### config.mk
export PLATFORM = sky130hd
export DESIGN_NAME = mskc_uf
export DESIGN_NICKNAME = d
export VERILOG_FILES = /design/src/rtl/mskc_pkg.sv /design/src/rtl/mskc_uf.sv
export SDC_FILE = /design/constraint.sdc
export NUM_CORES = 2
export LEC_CHECK = 0
export BUFFER_PORTS_ARGS = -buffer_cell sky130_fd_sc_hd__buf_2
export CAP_MARGIN = 0
export CORE_AREA = 2 2 409 411
export DETAILED_ROUTE_END_ITERATION = 8
export DIE_AREA = 0 0 411 413
export PLACE_DENSITY = 0.71
export SKIP_LAST_GASP = 1
export SLEW_MARGIN = 25
export SYNTH_ARGS = -nofsm -noshare
export SYNTH_HDL_FRONTEND = slang
export SYNTH_SLANG_ARGS = --single-unit
### constraint.sdc
create_clock -name clk -period 7.25 [get_ports clk]
set_input_delay 0.725 -clock clk [delete_from_list [all_inputs] [get_ports clk]]
set_output_delay 0.725 -clock clk [all_outputs]
set_load 0.005 [all_outputs]
### src/rtl/mskc_pkg.sv
// Shared package for the max-spacing k-clustering core.
// Holds defaults, register indexes, field widths and the union-find control structs.
// No dependencies.
package mskc_pkg;

	localparam int DEF_MAX_VERTICES = 256;
	localparam int DEF_MAX_EDGES    = 1024;
	localparam int DEF_WEIGHT_BITS  = 32;

	localparam int VTX_W = 8;   // vertex index field width
	localparam int WGT_W = 32;  // edge weight / spacing field width
	localparam int CFG_W = 9;   // configuration register width

	localparam logic REG_CLUSTER_COUNT = 1'b0;
	localparam logic REG_VERTEX_COUNT  = 1'b1;

	localparam logic [CFG_W-1:0] CLUSTER_COUNT_RST = 9'd2;
	localparam logic [CFG_W-1:0] VERTEX_COUNT_RST  = 9'd256;

	// commands to the union-find unit, one-cycle pulses
	typedef struct packed {
		logic init;   // reset every parent to itself
		logic query;  // find roots of both endpoints
		logic link;   // parent[root_a] <= root_b
	} uf_cmd_t;

	// status from the union-find unit
	typedef struct packed {
		logic done;   // pulse: init or query finished
		logic same;   // query result: both endpoints share a root
	} uf_sts_t;

endpackage

### src/rtl/mskc_uf.sv
// Union-find unit: parent table memory with init sweep, root finds and link.
// Depends on mskc_pkg.
module mskc_uf #(
	parameter int MAX_VERTICES = mskc_pkg::DEF_MAX_VERTICES
) (
	input  logic                clk,
	input  logic                arst_n,
	input  mskc_pkg::uf_cmd_t   cmd,
	input  logic [$clog2(MAX_VERTICES)-1:0] src_v,
	input  logic [$clog2(MAX_VERTICES)-1:0] dst_v,
	output mskc_pkg::uf_sts_t   sts
);
	import mskc_pkg::*;

	localparam int VW = $clog2(MAX_VERTICES);

	localparam logic [2:0] U_IDLE = 3'd0;
	localparam logic [2:0] U_INIT = 3'd1;
	localparam logic [2:0] U_FA   = 3'd2;
	localparam logic [2:0] U_FAW  = 3'd3;
	localparam logic [2:0] U_FB   = 3'd4;
	localparam logic [2:0] U_FBW  = 3'd5;

	logic [VW-1:0] par_mem [MAX_VERTICES];
	logic [VW-1:0] par_q;
	logic [2:0]    state_q;
	logic [VW-1:0] ic_q, v_q, a_q, b_q, dst_q;
	logic          done_q, same_q;

	logic          rd_en, wr_en;
	logic [VW-1:0] rd_addr, wr_addr, wr_data;

	always_comb begin
		rd_en   = (state_q == U_FA) || (state_q == U_FB);
		rd_addr = v_q;
		wr_en   = 1'b0;
		wr_addr = ic_q;
		wr_data = ic_q;
		if (state_q == U_INIT) begin
			wr_en = 1'b1;
		end else if (state_q == U_IDLE && cmd.link) begin
			wr_en   = 1'b1;
			wr_addr = a_q;
			wr_data = b_q;
		end
	end

	always_ff @(posedge clk) begin
		if (wr_en) begin
			par_mem[wr_addr] <= wr_data;
		end
		if (rd_en) begin
			par_q <= par_mem[rd_addr];
		end
	end

	always_ff @(posedge clk or negedge arst_n) begin
		if (!arst_n) begin
			state_q <= U_IDLE;
			ic_q    <= '0;
			v_q     <= '0;
			a_q     <= '0;
			b_q     <= '0;
			dst_q   <= '0;
			done_q  <= 1'b0;
			same_q  <= 1'b0;
		end else begin
			done_q <= 1'b0;
			case (state_q)
				U_IDLE: begin
					if (cmd.init) begin
						ic_q    <= '0;
						state_q <= U_INIT;
					end else if (cmd.query) begin
						v_q     <= src_v;
						dst_q   <= dst_v;
						state_q <= U_FA;
					end
				end
				U_INIT: begin
					if (ic_q == VW'(MAX_VERTICES - 1)) begin
						done_q  <= 1'b1;
						state_q <= U_IDLE;
					end
					ic_q <= ic_q + 1'b1;
				end
				U_FA: state_q <= U_FAW;
				U_FAW: begin
					if (par_q == v_q) begin
						a_q     <= v_q;
						v_q     <= dst_q;
						state_q <= U_FB;
					end else begin
						v_q     <= par_q;
						state_q <= U_FA;
					end
				end
				U_FB: state_q <= U_FBW;
				U_FBW: begin
					if (par_q == v_q) begin
						b_q     <= v_q;
						same_q  <= (a_q == v_q);
						done_q  <= 1'b1;
						state_q <= U_IDLE;
					end else begin
						v_q     <= par_q;
						state_q <= U_FB;
					end
				end
				default: state_q <= U_IDLE;
			endcase
		end
	end

	assign sts.done = done_q;
	assign sts.same = same_q;

endmodule

# After elaboration in Yosys (flattened, before gate mapping)
# Memories as Yosys holds them, arrays and structs flattened. A register that Yosys moved wholly into a read port is not among the register bits.
# Cells that the tools add are included.
[totals] regBits=45 latch_bits=0 mem_bits_rw=2048 mem_bits_ro=0 inputBits=21 out_inout_bits=2 word_cells=60 memories=1
[classes] add_sub_neg=1 multipliers=0 div=0 n_lt_le_gt_ge=0 eq_ne=14 shift=0 mux=24 n_bitwise=1 n_reduce_logical=11
[memory_table] name="par_mem" depth=256 word_bits=8 rd=1 rd_clocked_by_memory_dff=1 wr=1 line="mskc_uf.sv:24" rtl="logic [VW-1:0] par_mem [MAX_VERTICES];"
[op_table] cell="8-bit 2-to-1 mux" n=9
[op_table] cell="8-bit case mux with 3 select lines" n=1
[op_table] cell="3-bit case mux with 6 select lines" n=1
[op_table] cell="8-bit == test" n=2
[op_table] cell="8-bit case mux with 2 select lines" n=1
[op_table] cell="3-bit 2-to-1 mux" n=5
[op_table] cell="8-bit by 1-bit adder with 8-bit output, second input constant" n=1
[op_table] cell="8-bit == test, second input constant" n=1
[op_table] cell="2-bit inequality test, second input constant" n=4
[op_table] cell="2-bit AND reduction" n=4
[op_table] cell="3-bit by 2-bit == test with 1-bit output, second input constant" n=2
[op_table] cell="3-bit == test, second input constant" n=2
[op_table] cell="1-bit 2-to-1 mux" n=6
[op_table] cell="4-bit AND reduction" n=1
[op_table] cell="3-bit by 1-bit == test with 1-bit output, second input constant" n=1
[op_table] cell="3-bit zero test" n=1
[op_table] cell="3-bit inequality test, second input constant" n=1
[op_table] cell="3-bit AND reduction" n=1
[op_table] cell="3-bit nonzero test" n=1
[op_table] cell="2-bit by 1-bit inequality test with 1-bit output, second input constant" n=1
[op_table] cell="1-bit case mux with 2 select lines" n=1
[op_table] cell="2-bit nonzero test" n=1
[op_table] cell="1-bit logical AND" n=1
[op_table] cell="1-bit logical OR" n=1
[op_table] cell="1-bit NOT" n=1

# Logic depth before layout (Yosys ltp)
[depth] ltp_word=6 depth_mapped=12 ltp_nobuf=6

# Worst setup path after synthesis
# No wires, ideal clock.
[synth_path] kind="register to register" from="reg state_q[2]" to="mem par_mem[0][0] (netlist name) (data pin)" setup_ps=825 arrival_ps=4280 required_ps=6425 slack_ps=2146 stages_incl_launch_ff=8 path_buffers=3 synth_period_minus_slack_ps=5104 cell_sequence="dfrtp_1 > buf_2 > nor3_2 > and2_1 > buf_2 > buf_2 > nand2_1 > nand2_1"
[synth_between] elab_chain_len=4 word_cells_on_any_way=5 cone_classes="eq/ne (1); mux (2); reduce/logical (2)"
[synth_rtl] element="start: declaration" line="mskc_uf.sv:26" rtl="logic [2:0] state_q;"
[synth_rtl] element="start signal: assignment" line="mskc_uf.sv:59" rtl="state_q <= U_IDLE;"
[synth_rtl] element="start signal: assignment" line="mskc_uf.sv:73" rtl="state_q <= U_INIT;"
[synth_rtl] element="start signal: assignment" line="mskc_uf.sv:77" rtl="state_q <= U_FA;"
[synth_rtl] element="3-bit zero test" line="mskc_uf.sv:41" rtl="end else if (state_q == U_IDLE && cmd.link) begin"
[synth_rtl] element="1-bit logical AND" line="mskc_uf.sv:41"
[synth_rtl] element="8-bit 2-to-1 mux" line="mskc_uf.sv:41"
[synth_rtl] element="8-bit 2-to-1 mux (*)" line="mskc_uf.sv:39" rtl="if (state_q == U_INIT) begin"
[synth_rtl] element="net wr_data[0]" line="mskc_uf.sv:31" rtl="logic [VW-1:0] rd_addr, wr_addr, wr_data;"
[synth_rtl] element="end: declaration" line="mskc_uf.sv:24"
# Mark *: on every way through the listed nets, which the timed path passes. The rest lies on a longest branch.

# Worst setup path in the final report
[layout_path] from="reg state_q[2]" to="mem par_mem[88][7] (netlist name) (enable)"
[layout_between] elab_chain_len=6 word_cells_on_any_way=9 cone_classes="eq/ne (1); mux (6); reduce/logical (2)"
[layout_rtl] element="3-bit zero test" line="mskc_uf.sv:41"
[layout_rtl] element="1-bit logical AND" line="mskc_uf.sv:41"
[layout_rtl] element="1-bit 2-to-1 mux" line="mskc_uf.sv:41"
[layout_rtl] element="1-bit 2-to-1 mux" line="mskc_uf.sv:39"
[layout_rtl] element="1-bit 2-to-1 mux" line="mskc_uf.sv:49" rtl="if (wr_en) begin"
[layout_rtl] element="1-bit 2-to-1 mux (not written as such)" line="mskc_uf.sv:50" rtl="par_mem[wr_addr] <= wr_data;"
# Several ways; a longest one is shown, not always the timed one.

==> reports/qor.txt <==
LOGIC SYNTHESIS
-------------------------------------------------------------------------------------
Net count after synthesis                                                       4,060
Largest cells by area after synthesis                                    edfxtp_1 (75%), mux4_2 (12%), mux2i_1 (2.1%), dfrtp_1 (1.4%), nor2_1 (1.3%)
Mean cell area of the mapped netlist                                         20.4 µm²
Cells after Synth                                                               4,038
Sequential area share after synthesis                                           76.4%
Synth Cell Area                                                            82,300 µm²
Flops & latches, synth                                                          2,101
Cell taking the most area after synthesis                                    edfxtp_1
Top cell type's share of synthesized area                                       75.0%
Unique cell type count in the Yosys netlist                                        67
EDFF count, synth                                                               2,056
Synth warn                                                                          0
Post-synth top flop                                                          edfxtp_1
Async SR Flop Fraction                                                          2.14%

HOLD PATH
-------------------------------------------------------------------------------------
Critical hold path startpoint                                                dst_v[2]
End point of the worst hold path                                         dst_q[2]$_DFFE_PN0P_
Worst hold path stage count                                                         2
Path category of the worst min-delay check                               input pin to flop

GRT
-------------------------------------------------------------------------------------
Routing usage on met3                                                           4.03%
Overflow after GRT                                                                  0
Global-route met2 utilization                                                   37.4%
Met1 Resource Use GR                                                            32.5%
Overall global routing resource usage                                           23.3%
Global routing's busiest layer                                                   met2
Maximum number of pins on one net before global-route repair                      149
Number of antenna violations at the first check in global routing                   4
First-pass GRT wire length                                                 286,000 µm
Via count of the first global-routing pass                                     40,700

STA
-------------------------------------------------------------------------------------
Count of pins over their slew limit                                                 0
Final period utilization                                                        59.2%
Final critical-path required period                                           4.29 ns
Sum of negative setup slack                                                      0 ns
Final number of hold-violating endpoints                                            0
Maximum clock frequency                                                       233 MHz
RSZ-0062 raised after global routing                                               no
Worst relative slew slack                                                       29.2%
Number of setup violations in the final report                                      0
Worst slew pin tran                                                           1.06 ns
Worst clock skew                                                            0.0435 ns

CLOCK TREE
-------------------------------------------------------------------------------------
Number of clock sinks seen by CTS                                               2,101
Number of buffers created by CTS                                                  197
H-tree Lvls                                                                         4
Library cell used as clock root buffer                                      clkbuf_16
Number of setup buffers added after CTS                                             0
TritonCTS clock tree                                                            built
Worst-skew pair later-pin latency                                             0.85 ns
Reg clk slew, reported paths                                                  0.06 ns
Clock tree buffer depth                                                             3

DETAILED ROUTING
-------------------------------------------------------------------------------------
Number of routed nets with antenna violations                                       0
Vias                                                                           41,300
Number of detailed-routing iterations run before antenna repair                     6
Remaining DRCs                                                                      0
Iter 0 DRT Violations                                                           5,526
Detailed Route WL                                                          198,000 µm
Number of vias per cell                                                          6.38
Wire length per cell after detailed routing                                   30.6 µm

PLACEMENT
-------------------------------------------------------------------------------------
Cell Count Post-Placement                                                       6,111
GPL Wtd Cong                                                                    0.909
IO Port Bufs                                                                       22
Final HPWL from detailed placement                                         119,000 µm

CRITICAL PATH
-------------------------------------------------------------------------------------
Critical path capture point type                                                 flop
Highest net fanout along the worst path                                            17
Critical path data arrival time                                               4.75 ns
Worst reg2reg startpoint                                                 state_q[2]$_DFFE_PN0P_
R2r setup slk                                                                 2.96 ns
End of the worst register-to-register path                               par_mem[88][7]$_DFFE_PP_
Critical path launch point type                                                  flop
Start-to-end type of the worst setup path                                flop to flop
Critical path required time                                                   7.71 ns
Depth of the worst register-to-register path                                        7

POWER
-------------------------------------------------------------------------------------
Leakage dissipation                                                           28.9 nW
Power per cell area                                                        373 nW/µm²
Worst ir drop on vdd                                                         0.253 mV

FLOORPLAN
-------------------------------------------------------------------------------------
Number of placement rows                                                          150
Starting density of the core                                                    49.6%
Die Height                                                                     413 µm
Area of the placeable core                                                166,000 µm²
Area of the die                                                           170,000 µm²
Number of ports placed on the die boundary                                         23
Width of the die                                                               411 µm

LAYOUT
-------------------------------------------------------------------------------------
Area added between synthesis and finish                                         10.6%
Fillers                                                                        12,300
Most frequent cells in the layout                                        edfxtp_1 (2,056), mux4_2 (422), nor2_1 (293)
Fraction of final layout cells with drive strength greater than 1               20.3%
Post-Layout Cell Count                                                          6,482
Final-stage net count                                                           4,131
Most frequent standard cell in the layout excluding fill and tap cells       edfxtp_1
Antenna diode count                                                                 0

STATUS
-------------------------------------------------------------------------------------
Run status                                                               complete, no violations

JOB
-------------------------------------------------------------------------------------
Max-cap viol count                                                                  0

## area by class of cell
class / count / area (µm²) / area share [%]
Clock buffer: 247 / 5230 / 5.74
Timing Repair Buffer: 110 / 1020 / 1.12
Clock inverter: 121 / 1230 / 1.35
Inverter: 11 / 41.3 / 0.0453
Sequential cell: 2101 / 62900 / 69.0
Multi-Input combinational cell: 1688 / 17900 / 19.7
Tap cell: 2204 / 2760 / 3.03
## registers in the layout, summed over array words and instances, names as in the netlist
register	flops
par_mem	2048
a_q	8
b_q	8
dst_q	8
ic_q	8
par_q	8
rd_addr	8
state_q	3
done_q	1
same_q	1
## stage by stage
stage	cell area [µm²]	utilization (%)	setup slack (ns)	power, mW	hold slack, ns
floorplan	82300	-	2.15	21.1	0.429
global placement	84500	50.9	2.99	23.7	0.463
detailed placement	84500	51.0	2.87	23.8	0.474
CTS	91000	54.9	2.91	34.0	0.0681
global route	91100	54.9	2.86	34.9	0.107
finish	91100	54.9	2.96	34.0	0.119
## cell families after synthesis
logic type,Yosys count,synth area share (%)
compound gates,459,3.94
xor+xnor,16,0.170
fa+ha+maj,1,0.0152
buf+inv,249,2.05
flops,2101,76.4
mux,634,14.4
simple gates,578,3.07
## timing repair
| item | CTS | global route |
|---|---|---|
| hold buffers | 1 | 0 |
| hold endpoints to repair | 4 | 0 |
| resized for setup | 0 | 0 |
## synth_stat cells, types with 34 or more instances
library cell,instances
edfxtp_1,2056
mux4_2,422
nor2_1,295
mux2i_1,175
a22oi_1,144
nand2_1,139
clkbuf_1,98
a21oi_1,73
buf_2,56
o21ai_0,48
dfrtp_1,45
o221ai_1,41
nand3_1,34
## critical path: stages (launching register included)
cell and delay [ns]:
dfrtp_1 0.47, nor3_2 0.36, nand2_1 0.44, or3_1 0.47, o31ai_2 0.24, nand3_1 0.77, buf_4 0.47, nor2_1 0.66
## how the worst max path moves through the flow
stage,start,endpoint,slack [ns],depth (start not counted)
6_report,state_q[2]$_DFFE_PN0P_,par_mem[88][7]$_DFFE_PP_,2.96,7
4_1_cts,rd_addr[1]$_DFFE_PN0P_,par_q[6]$_DFFE_PN_,2.91,7
2_1_floorplan,state_q[2]$_DFFE_PN0P_,par_mem[0][0]$_DFFE_PP_,2.15,7
5_1_grt,state_q[2]$_DFFE_PN0P_,par_mem[88][7]$_DFFE_PP_,2.86,7
3_5_place_dp,cmd[0],par_mem[88][5]$_DFFE_PP_,2.87,7
3_3_place_gp,rd_addr[1]$_DFFE_PN0P_,par_q[6]$_DFFE_PN_,2.99,7
## where the power goes
part	total, mW	internal [mW]	switching [mW]	leakage (nW)
logic	9.22	3.56	5.66	6.29
clock network	10.3	5.87	4.47	3.14
registers	14.4	14.0	0.393	19.4
## metal layers
metal  up-vias  routed length, µm
met5         -                 39
met4         6               7000
met3       366              18000
met2      2311              96300
met1     21700              76600
li1      16900                  -
No activity file was read; power rests on OpenSTA's default activity.
